--- src/tog_pkg.sv ---
// Types, codes and the built-in 5x8 font for the text overlay glyph renderer.
// No dependencies; imported by every module of the block.
package tog_pkg;

    localparam int GLYPH_ROWS = 8;
    localparam int GLYPH_COLS = 5;
    localparam int CELL_BITS  = GLYPH_ROWS * GLYPH_COLS;

    localparam logic [7:0]  CODE_NUL     = 8'd0;
    localparam logic [7:0]  CODE_NEWLINE = 8'd10;
    localparam logic [15:0] ADVANCE_X    = 16'd6;
    localparam logic [15:0] ADVANCE_Y    = 16'd9;
    localparam logic [15:0] CURSOR_MAX   = 16'hFFFF;

    localparam logic [2:0] REG_ORIGIN_X     = 3'd0;
    localparam logic [2:0] REG_ORIGIN_Y     = 3'd1;
    localparam logic [2:0] REG_FRAME_WIDTH  = 3'd2;
    localparam logic [2:0] REG_FRAME_HEIGHT = 3'd3;
    localparam logic [2:0] REG_ROW_STRIDE   = 3'd4;
    localparam logic [2:0] REG_INK_COLOUR   = 3'd5;

    typedef struct packed {
        logic [7:0] char_code;
        logic       string_start;
    } t_item;

    typedef struct packed {
        logic [23:0] pixel_index;
        logic [23:0] pixel_colour;
        logic        last_pixel;
    } t_pixel;

    // cursor and frame size handed to the mask builder
    typedef struct packed {
        logic [15:0] col;
        logic [15:0] row;
        logic [12:0] frame_width;
        logic [12:0] frame_height;
    } t_clip;

    typedef enum logic [1:0] {
        S_IDLE,
        S_MUL,
        S_BASE,
        S_SCAN
    } t_state;

    // g[0] is the top row; bit 4 of a row is the leftmost pixel
    typedef logic [0:GLYPH_ROWS-1][GLYPH_COLS-1:0] t_glyph;

    function automatic t_glyph font_lookup(input logic [7:0] code);
        t_glyph g;
        begin
            case (code)
                8'd65: g = {5'h0E, 5'h11, 5'h11, 5'h1F, 5'h11, 5'h11, 5'h00, 5'h00};
                8'd66: g = {5'h1E, 5'h11, 5'h1E, 5'h11, 5'h11, 5'h1E, 5'h00, 5'h00};
                8'd67: g = {5'h0E, 5'h11, 5'h10, 5'h10, 5'h11, 5'h0E, 5'h00, 5'h00};
                8'd68: g = {5'h1E, 5'h11, 5'h11, 5'h11, 5'h11, 5'h1E, 5'h00, 5'h00};
                8'd69: g = {5'h1F, 5'h10, 5'h1E, 5'h10, 5'h10, 5'h1F, 5'h00, 5'h00};
                8'd72: g = {5'h11, 5'h11, 5'h1F, 5'h11, 5'h11, 5'h11, 5'h00, 5'h00};
                8'd73: g = {5'h1F, 5'h04, 5'h04, 5'h04, 5'h04, 5'h1F, 5'h00, 5'h00};
                8'd76: g = {5'h10, 5'h10, 5'h10, 5'h10, 5'h10, 5'h1F, 5'h00, 5'h00};
                8'd78: g = {5'h11, 5'h19, 5'h15, 5'h13, 5'h11, 5'h11, 5'h00, 5'h00};
                8'd79: g = {5'h0E, 5'h11, 5'h11, 5'h11, 5'h11, 5'h0E, 5'h00, 5'h00};
                8'd82: g = {5'h1E, 5'h11, 5'h1E, 5'h14, 5'h12, 5'h11, 5'h00, 5'h00};
                8'd83: g = {5'h0F, 5'h10, 5'h0E, 5'h01, 5'h01, 5'h1E, 5'h00, 5'h00};
                8'd84: g = {5'h1F, 5'h04, 5'h04, 5'h04, 5'h04, 5'h04, 5'h00, 5'h00};
                8'd85: g = {5'h11, 5'h11, 5'h11, 5'h11, 5'h11, 5'h0E, 5'h00, 5'h00};
                8'd87: g = {5'h11, 5'h11, 5'h15, 5'h0A, 5'h0A, 5'h11, 5'h00, 5'h00};
                8'd89: g = {5'h11, 5'h11, 5'h0A, 5'h04, 5'h04, 5'h04, 5'h00, 5'h00};
                8'd58: g = {5'h00, 5'h04, 5'h00, 5'h00, 5'h04, 5'h00, 5'h00, 5'h00};
                8'd46: g = {5'h00, 5'h00, 5'h00, 5'h00, 5'h06, 5'h06, 5'h00, 5'h00};
                8'd45: g = {5'h00, 5'h00, 5'h00, 5'h1F, 5'h00, 5'h00, 5'h00, 5'h00};
                default: g = '0;  // space and unknown codes
            endcase
            return g;
        end
    endfunction

endpackage

--- src/tog_glyph_mask.sv ---
// Builds the 40-bit scan mask of visible set pixels for one glyph cell.
// Depends on tog_pkg (font, t_clip).
module tog_glyph_mask import tog_pkg::*; (
    input  logic [7:0]           i_code,
    input  t_clip                i_clip,
    output logic [CELL_BITS-1:0] o_mask
);

    t_glyph                glyph;
    logic [GLYPH_COLS-1:0] col_vis;
    logic [GLYPH_ROWS-1:0] row_vis;

    assign glyph = font_lookup(i_code);

    always_comb begin
        for (int rx = 0; rx < GLYPH_COLS; rx++) begin
            col_vis[rx] = (17'(i_clip.col) + 17'(rx)) < 17'(i_clip.frame_width);
        end
        for (int ry = 0; ry < GLYPH_ROWS; ry++) begin
            row_vis[ry] = (17'(i_clip.row) + 17'(ry)) < 17'(i_clip.frame_height);
        end
        // bit ry*5+rx, so scan order is the bit order
        for (int ry = 0; ry < GLYPH_ROWS; ry++) begin
            for (int rx = 0; rx < GLYPH_COLS; rx++) begin
                o_mask[ry*GLYPH_COLS+rx] = glyph[ry][GLYPH_COLS-1-rx] & col_vis[rx]
                                           & row_vis[ry];
            end
        end
    end

endmodule

--- src/text_overlay_glyph_renderer.sv ---
// Text overlay glyph renderer: cursor, config registers, sequencer and pixel scan.
// Depends on tog_pkg and tog_glyph_mask.
//
// Usage: one character per transfer on i_item (valid/ready). Code zero and newline
// only touch the cursor; the block stays ready for the next character. Any other
// code occupies the block for setup (row*stride multiply in S_MUL, then column add
// in S_BASE) and a scan of one glyph cell position per cycle up to the last visible
// set pixel, halting on a set pixel while the output is stalled. No glyph has ink
// below cell row 5; a glyph with nothing to draw returns to idle after the column
// add. The scan steps a single 24-bit index adder, +1 along a row and +stride-4 at
// a row end. Each visible set pixel leaves as one transfer on o_pix; the last of a
// character carries last_pixel. The first pixel is registered after S_MUL, S_BASE
// and S_SCAN at the earliest. A stalled receiver holds the output register; the
// next character can be taken while the final pixel still waits.
// Config writes (i_cfg_*) are always accepted; indexes past ink colour are dropped.
// Reset (synchronous, active low) restores register defaults, cursor at 0,0 and an
// empty output.
module text_overlay_glyph_renderer import tog_pkg::*; #(
    parameter int COORD_BITS = 12
) (
    input  logic        i_clk,
    input  logic        i_rst_n,
    input  logic        i_valid,
    output logic        o_ready,
    input  t_item       i_item,
    output logic        o_valid,
    input  logic        i_ready,
    output t_pixel      o_pix,
    input  logic        i_cfg_valid,
    output logic        o_cfg_ready,
    input  logic [2:0]  i_cfg_index,
    input  logic [23:0] i_cfg_data
);

    localparam int ORG_BITS = (COORD_BITS < 12) ? COORD_BITS : 12;

    t_state r_state, n_state;

    logic [ORG_BITS-1:0] r_org_x, r_org_y;
    logic [12:0]         r_fw, r_fh, r_stride;
    logic [23:0]         r_ink;
    logic [15:0]         r_col, r_row, n_col, n_row;
    logic [7:0]          r_code;
    logic [CELL_BITS-1:0] r_vis;
    logic [23:0]         r_idx;
    logic [2:0]          r_rx;
    logic                r_out_valid;
    t_pixel              r_out;

    logic                 in_fire, out_fire, can_load;
    logic                 do_mul, do_base, scan_step, scan_load, scan_done;
    logic [CELL_BITS-1:0] mask;
    logic [28:0]          product;
    logic [23:0]          addend, idx_sum, row_step;
    logic [15:0]          eff_col, eff_row, col_adv, row_adv;
    logic [16:0]          col_sum, row_sum;
    t_clip                clip;

    assign in_fire     = i_valid && o_ready;
    assign out_fire    = r_out_valid && i_ready;
    assign can_load    = !r_out_valid || i_ready;
    assign o_cfg_ready = 1'b1;
    assign o_valid     = r_out_valid;
    assign o_pix       = r_out;

    assign clip = '{col: r_col, row: r_row, frame_width: r_fw, frame_height: r_fh};

    tog_glyph_mask u_mask (
        .i_code (r_code),
        .i_clip (clip),
        .o_mask (mask)
    );

    assign product  = r_row * r_stride;
    assign row_step = 24'(r_stride) - 24'd4;
    assign addend   = do_base ? 24'(r_col)
                    : (r_rx == 3'(GLYPH_COLS - 1)) ? row_step : 24'd1;
    assign idx_sum  = r_idx + addend;

    assign eff_col = i_item.string_start ? 16'(r_org_x) : r_col;
    assign eff_row = i_item.string_start ? 16'(r_org_y) : r_row;
    assign row_sum = 17'(eff_row) + 17'(ADVANCE_Y);
    assign row_adv = row_sum[16] ? CURSOR_MAX : row_sum[15:0];
    assign col_sum = 17'(r_col) + 17'(ADVANCE_X);
    assign col_adv = col_sum[16] ? CURSOR_MAX : col_sum[15:0];

    assign scan_done = (r_vis[CELL_BITS-1:1] == '0);

    always_comb begin
        n_state = r_state;
        case (r_state)
            S_IDLE: begin
                if (in_fire && i_item.char_code != CODE_NUL
                    && i_item.char_code != CODE_NEWLINE) begin
                    n_state = S_MUL;
                end
            end
            S_MUL:  n_state = S_BASE;
            S_BASE: n_state = (r_vis == '0) ? S_IDLE : S_SCAN;
            S_SCAN: begin
                if (scan_step && scan_done) begin
                    n_state = S_IDLE;
                end
            end
            default: n_state = S_IDLE;
        endcase
    end

    always_comb begin
        o_ready   = 1'b0;
        do_mul    = 1'b0;
        do_base   = 1'b0;
        scan_step = 1'b0;
        scan_load = 1'b0;
        case (r_state)
            S_IDLE: o_ready = 1'b1;
            S_MUL:  do_mul  = 1'b1;
            S_BASE: do_base = 1'b1;
            S_SCAN: begin
                scan_step = !r_vis[0] || can_load;
                scan_load = r_vis[0] && can_load;
            end
            default: o_ready = 1'b0;
        endcase
    end

    always_comb begin
        n_col = r_col;
        n_row = r_row;
        if (in_fire) begin
            n_col = eff_col;
            n_row = eff_row;
            if (i_item.char_code == CODE_NEWLINE) begin
                n_row = row_adv;
                n_col = 16'(r_org_x);
            end
        end else if (do_base) begin
            n_col = col_adv;
        end
    end

    always_ff @(posedge i_clk) begin
        if (!i_rst_n) begin
            r_state     <= S_IDLE;
            r_org_x     <= '0;
            r_org_y     <= '0;
            r_fw        <= 13'd4096;
            r_fh        <= 13'd4096;
            r_stride    <= 13'd4096;
            r_ink       <= 24'hFFFFFF;
            r_col       <= '0;
            r_row       <= '0;
            r_out_valid <= 1'b0;
        end else begin
            r_state <= n_state;
            r_col   <= n_col;
            r_row   <= n_row;
            if (i_cfg_valid) begin
                case (i_cfg_index)
                    REG_ORIGIN_X:     r_org_x  <= i_cfg_data[ORG_BITS-1:0];
                    REG_ORIGIN_Y:     r_org_y  <= i_cfg_data[ORG_BITS-1:0];
                    REG_FRAME_WIDTH:  r_fw     <= i_cfg_data[12:0];
                    REG_FRAME_HEIGHT: r_fh     <= i_cfg_data[12:0];
                    REG_ROW_STRIDE:   r_stride <= i_cfg_data[12:0];
                    REG_INK_COLOUR:   r_ink    <= i_cfg_data;
                    default: ;
                endcase
            end
            if (scan_load) begin
                r_out_valid <= 1'b1;
            end else if (out_fire) begin
                r_out_valid <= 1'b0;
            end
        end
    end

    always_ff @(posedge i_clk) begin
        if (in_fire) begin
            r_code <= i_item.char_code;
        end
        if (do_mul) begin
            r_vis <= mask;
            r_idx <= product[23:0];
        end
        if (do_base) begin
            r_idx <= idx_sum;
            r_rx  <= '0;
        end
        if (scan_step) begin
            r_vis <= r_vis >> 1;
            r_idx <= idx_sum;
            r_rx  <= (r_rx == 3'(GLYPH_COLS - 1)) ? 3'd0 : r_rx + 3'd1;
        end
        if (scan_load) begin
            r_out.pixel_index  <= r_idx;
            r_out.pixel_colour <= r_ink;
            r_out.last_pixel   <= scan_done;
        end
    end

endmodule

--- config.mk ---
export PLATFORM = sky130hd
export DESIGN_NAME = text_overlay_glyph_renderer
export DESIGN_NICKNAME = d
export VERILOG_FILES = /design/src/tog_pkg.sv /design/src/tog_glyph_mask.sv /design/src/text_overlay_glyph_renderer.sv
export SDC_FILE = /design/constraint.sdc
export NUM_CORES = 1
export LEC_CHECK = 0
export BUFFER_PORTS_ARGS = -buffer_cell sky130_fd_sc_hd__buf_2
export CAP_MARGIN = 20
export CORE_UTILIZATION = 40
export DETAILED_ROUTE_END_ITERATION = 10
export GPL_TIMING_DRIVEN = 0
export PLACE_DENSITY_LB_ADDON = 0.12
export RECOVER_POWER = 100
export SYNTH_ARGS = -nofsm -noshare
export SYNTH_HDL_FRONTEND = slang
export SYNTH_SLANG_ARGS = --single-unit
--- constraint.sdc ---
create_clock -name i_clk -period 5.4 [get_ports i_clk]
set_input_delay 0.54 -clock i_clk [delete_from_list [all_inputs] [get_ports i_clk]]
set_output_delay 0.54 -clock i_clk [all_outputs]
set_load 0.01 [all_outputs]
After elaboration in Yosys (flattened, before gate mapping)
Cells that the tools add are included.
W data, S select, Z words.
{"block": "op_classes", "n_addsub": 16, "mul": 1, "n_lt_le_gt_ge": 13, "eq_ne": 33, "mux": 30, "bitwise": 80, "n_reduce_logical": 28}
{"operator": "$pmux W40 S19", "count": 1}
{"operator": "$lt A17 B13 Y1", "count": 11}
{"operator": "$eq A8 B7 Y1 const B", "count": 16}
{"operator": "$mux W16", "count": 8}
{"operator": "$mux W24", "count": 5}
{"operator": "$add A16 B3 Y17 const B", "count": 6}
{"operator": "$and A1 B1 Y1", "count": 80}
{"operator": "$mux W39", "count": 2}
{"operator": "$add A16 B2 Y17 const B", "count": 4}
{"operator": "$logic_not A40 Y1", "count": 1}
{"operator": "$logic_not A39 Y1", "count": 1}
{"operator": "$add A16 B1 Y17 const B", "count": 2}
{"operator": "$lt A16 B13 Y1", "count": 2}
{"operator": "$add A24 B24 Y24", "count": 1}
{"operator": "$eq A8 B6 Y1 const B", "count": 3}
{"operator": "$mul A16 B13 Y24", "count": 1}
{"operator": "$add A16 B4 Y17 const B", "count": 1}
{"operator": "$reduce_and A2 Y1", "count": 8}
{"operator": "$sub A13 B3 Y14 const B", "count": 1}
{"operator": "$eq A3 B3 Y1 const B", "count": 3}
{"operator": "$mux W3", "count": 3}
{"operator": "$eq A8 B4 Y1 const B", "count": 1}
{"operator": "$ne A8 B4 Y1 const B", "count": 1}
{"operator": "$pmux W2 S4", "count": 1}
{"operator": "17 further kinds", "count": 38}
{"block": "totals", "ff_bits": 246, "input_bits": 41, "output_inout_bits": 52, "elab_cells": 219}

Logic depth before layout (Yosys ltp)
{"block": "logic_depth", "word_depth": 7, "mapped_depth": 23, "ltp_nobuf": 20}

Hierarchy
Synthesis repeated with hierarchy kept, for this count alone.
{"block": "unflattened", "cells_unflattened": 2763, "hier_area_um2": 23847.9}
{"mod": "text_overlay_glyph_renderer", "n_inst": 1, "cells_each": 1853, "area_per_inst_um2": 17295.3, "seq_area_each_um2": 6155.9}
{"mod": "tog_glyph_mask", "n_inst": 1, "cells_each": 910, "area_per_inst_um2": 6552.5, "seq_area_each_um2": 0.0}

Worst setup path before layout
No wires, ideal clock.
{"block": "synth_timing", "path_kind": "register -> register", "start": "register r_row[4]", "end": "register r_idx[22], data pin", "setup_time_ns": 0.272, "arrival_ns": 5.598, "required_time_ns": 5.128, "slack_ns": -0.470, "stages_incl_launch_ff": 21, "n_path_buf": 3, "period_less_slack_ns": 5.870, "cell_sequence": "dfxtp_1 -> buf_2 -> buf_1 -> clkbuf_1 -> nand2_1 -> fa_1 -> inv_1 -> fa_1 -> fa_1 -> fa_1 -> inv_1 -> fa_1 -> inv_1 -> ha_1 -> or3_1 -> o41ai_1 -> o21ai_1 -> o41ai_2 -> nor2b_1 -> mux2i_1 -> o211ai_1"}
{"block": "synth_via", "elab_chain_len": 4}
{"item": "from (decl)", "line_no": "text_overlay_glyph_renderer.sv:42", "source": "logic [15:0] r_col, r_row, n_col, n_row;"}
{"item": "from (signal assigned)", "line_no": "text_overlay_glyph_renderer.sv:157", "source": "r_row <= n_row;"}
{"item": "$mul A16 B13 Y24", "line_no": "text_overlay_glyph_renderer.sv:74", "source": "assign product = r_row * r_stride;"}
{"item": "$mux W24", "line_no": "text_overlay_glyph_renderer.sv:181", "source": "if (do_mul) begin"}
{"item": "$mux W24", "line_no": "text_overlay_glyph_renderer.sv:185", "source": "if (do_base) begin"}
{"item": "$mux W24", "line_no": "text_overlay_glyph_renderer.sv:189", "source": "if (scan_step) begin"}
{"item": "to (signal assigned)", "line_no": "text_overlay_glyph_renderer.sv:183", "source": "r_idx <= product[23:0];"}
{"item": "to (signal assigned)", "line_no": "text_overlay_glyph_renderer.sv:186", "source": "r_idx <= idx_sum;"}
{"item": "to (signal assigned)", "line_no": "text_overlay_glyph_renderer.sv:191", "source": "r_idx <= idx_sum;"}
{"item": "to (decl)", "line_no": "text_overlay_glyph_renderer.sv:45", "source": "logic [23:0] r_idx;"}
No other way between the ends. The select of a mux whose other input is x is not followed.
A chain may end at the register's enable or synchronous reset.

Final worst setup path
{"block": "layout_timing", "start": "register r_row[8]", "end": "register r_idx[21], data pin"}
Same word-level chain as after synthesis.

==> summary.log <==
INFO  detailed_routing drc=0
INFO  grt            grt_start_max_net_pins=31
INFO  critical_path  crit_arrival=5840ps
INFO  final_layout   final_layout_size_suffix_gt1_share=10.7%
INFO  sta            finalCritPeriodShare=103%
INFO  critical_path  start_kind=register
INFO  detailed_routing drt_pass1_iterations=5
INFO  clock_network  clock_sinks=236
INFO  place          place_worst_setup_slack=-961ps
INFO  detailed_routing drt_first_iter_violations=1592
INFO  power          power_density=252mW/mm²
INFO  clock_network  clk_root_buffer_cell=clkbuf_16
INFO  place          finalWeightedCongestion=0.914
INFO  final_layout   nNetsFinal=3295
INFO  detailed_routing routed_wirelength=73900µm
INFO  logic_synthesis ys_async_sr_fraction=0%
INFO  detailed_routing detailroute.via_count=20000
INFO  logic_synthesis synth.avg_cell_area=8.41µm²
INFO  final_layout   area_growth_syn_to_layout=15.4%
INFO  grt            gr-usage-met1=34.8%
INFO  logic_synthesis mappedNetlistArea=0.0228mm²
INFO  logic_synthesis synth_net_count=3130
INFO  die            die-area=0.0580mm²
INFO  detailed_routing routed_via_density=5.47
INFO  sta            max_slew_margin=-48.5%
INFO  die            dieHeight=241µm
INFO  die            dieWidth=241µm
INFO  die            core-area=0.0564mm²
INFO  logic_synthesis synth_cell_types=90
INFO  final_layout   final_antenna_diode_count=0
INFO  sta            worst-slew-pin-transition=2230ps
INFO  clock_network  worst_setup_hold_path_clk_slew=70ps
INFO  logic_synthesis ys.flop_type=dfxtp_1
INFO  place          detailed_place.area=0.0245mm²
INFO  place          portBuffers=89
INFO  critical_path  crit_required=5660ps
INFO  sta            worst_slack=-174ps
INFO  sta            rsz0062_at_grt=yes
INFO  sta            fin_worst_skew=29.8ps
INFO  clock_network  worst_skew_pair.late_latency=560ps
INFO  logic_synthesis synth_edf_count=114
INFO  power          p_leak=11.1nW
INFO  logic_synthesis synthDominantAreaCellType=edfxtp_1
INFO  sta            finalHoldViolCount=0
INFO  grt            grt_use_met3=1.98%
INFO  hold_path      holdCritPathClass=input port to register
INFO  clock_network  cts.htree.levels=1
INFO  grt            gr-max-usage-layer=met2
INFO  place          post-place-cells=3563
INFO  sta            timing.final.crit_period=5570ps
INFO  logic_synthesis yosys_register_bits=236
INFO  status         violations=max-capacitance violations, max-slew violations, negative setup slack
INFO  grt            grt_antenna_before_repair=2
INFO  sta            timing.fmax=179MHz
INFO  logic_synthesis post_synth_main_area_contributors=edfxtp_1, fa_1, ha_1
INFO  critical_path  worst-r2r-setup-slack=-170ps
INFO  die            row_count=87
INFO  detailed_routing count_of_nets_left_with_antenna_violations_after_detail_routing=0
INFO  die            i_o_pin_cnt=93
INFO  critical_path  crit_fanout=5
INFO  place          detailed_place_hpwl=56900µm
INFO  power          power.ir.vdd_worst=222µV
INFO  grt            grt_pass1_wl=114000µm
INFO  critical_path  critical_path.endpoint_type=register
INFO  grt            first_global_vias=19800
INFO  sta            final.hold.worst_slack=190ps
INFO  sta            fin_tns_setup=-401ps
INFO  clock_network  tritoncts.num_buffers=26
INFO  final_layout   finish.utilization=46.7%
INFO  grt            grt.total_usage=25.6%
INFO  final_layout   post_layout_nonfiller_instances=3656
INFO  power          finalPower=6.63mW
INFO  clock_network  clock_path_buffers=3
INFO  grt            global_route.overflow_total=0
INFO  sta            slew_viol_final=108
INFO  die            start_util=40.5%
INFO  grt            grt_util_met2=42.9%
INFO  logic_synthesis ys.warnings.count=0
INFO  final_layout   final_area=0.0263mm²
INFO  logic_synthesis synth_sequential_area_ratio=25.7%
INFO  status         outcome=complete, but fails checks
INFO  logic_synthesis post_synth_inst_count=2715
INFO  run            drv.max_cap_violation_count=4
INFO  critical_path  setup.worst_path.class=register to register
INFO  logic_synthesis synthDominantCellAreaShare=15.0%
INFO  clock_network  cts_tree=done
INFO  sta            setup_violating_endpoint_count_in_the_final_report=4
INFO  detailed_routing wl_per_cell=20.2µm
## cells in the final DEF (no fill, tap or decap), types with 9 or more instances in the layout
master / n
clkbuf_1: 143
nor2_1: 165
dfxtp_1: 99
buf_2: 36
fa_1: 142
and2_1: 87
ha_4: 9
o31ai_1: 13
clkbuf_16: 38
nand2b_1: 23
nand3_1: 79
and3_1: 13
ha_1: 214
a21o_1: 33
o21ai_0: 110
o21a_1: 19
nor2b_1: 25
a22o_1: 13
dfxtp_4: 16
a211oi_1: 23
mux2i_1: 17
nor4_1: 17
xor2_1: 67
a21oi_1: 180
a31oi_1: 19
o22ai_1: 10
and2_4: 9
a21boi_0: 11
nand2_1: 421
inv_1: 246
buf_4: 67
nand4_1: 17
inv_2: 16
o211ai_1: 12
edfxtp_1: 114
clkbuf_8: 15
xnor2_1: 92
nor3_1: 38
## state kept, by name, summed over array words and instances, names as in the netlist, 2 cells and up
register,flops
r_org_y,12
r_vis,30
r_col,16
r_stride,13
r_idx,24
r_fh,13
r_state,2
r_fw,13
r_row,16
r_org_x,12
r_ink,24
r_rx,3
r_code,8
o_pix,49
## path summary, 6_finish.rpt
kind                     startpoint                      to  cells after the start
max reg2reg   r_row[8]$_SDFFE_PN0P_     r_idx[21]$_DFFE_PP_                     20
min                  i_cfg_data[17]  r_ink[17]$_SDFFE_PN1P_                      3
max           r_row[8]$_SDFFE_PN0P_     r_idx[21]$_DFFE_PP_                     20
min reg2reg  r_ink[13]$_SDFFE_PN1P_     o_pix[14]$_DFFE_PP_                      0
## cells in the mapped netlist, types with 19 or more instances
cell,n
a21o_1,33
xor2_1,69
nor2_1,168
nand3_1,78
xnor2_1,93
o21ai_0,110
clkbuf_1,116
dfxtp_1,122
o21a_1,19
a211oi_1,26
fa_1,147
and2_1,100
nand2_1,424
nand2b_1,23
a31oi_1,20
nor3_1,38
nor2b_1,26
edfxtp_1,114
inv_1,265
ha_1,227
a21oi_1,186
## what timing repair did
action,CTS,global route
pin swaps,45,16
endpoints found under the setup margin,11,8
gates resized for setup,181,42
buffers inserted,44,17
gates cloned,1,1
hold endpoints to repair,0,0
hold buffers,0,0
## cell type report
type,instances,area [µm²]
inverters,268,1030
clock buffers,31,691
well taps,756,946
flip-flops and latches,236,5930
fillers,5680,30100
repair buffers,155,870
clock inverters,17,170
plain buffers,137,1070
multi-input cells,2056,15600
## worst max-delay path, stage by stage (launching register included)
cell,delay (ps)
dfxtp_2,330
buf_6,120
buf_12,120
and2_4,130
fa_1,510
inv_2,40
fa_1,510
inv_2,40
fa_1,460
fa_1,510
inv_1,40
fa_1,490
inv_2,50
ha_4,240
a21o_1,210
o221a_4,290
o41a_1,400
a211o_1,300
a21oi_2,140
xor2_1,210
mux2i_1,110
## where the power goes
group | switching (mW) | leakage (nW) | internal (mW)
logic | 1.56 | 8.62 | 0.931
clock network | 0.768 | 0.419 | 1.02
registers | 0.174 | 2.07 | 2.18
## logic make-up (layout without fill, tap and decap cells)
logic type / Yosys count / after routing / synth area share, %
other cells: 1 / 1 / 0.0164
compound gates: 533 / 533 / 14.7
fa+ha+maj: 374 / 374 / 25.3
buf+inv: 423 / 608 / 7.16
simple gates: 966 / 966 / 20.0
flops: 236 / 236 / 25.7
mux: 20 / 20 / 0.893
xor+xnor: 162 / 162 / 6.21
## routing by layer
metal | vias up | routed length, µm
met1 | 9841 | 33600
met4 | 2 | 2560
li1 | 9500 | -
met2 | 520 | 34400
met5 | - | 13
met3 | 132 | 3310
(Power assumes the default switching activity.)
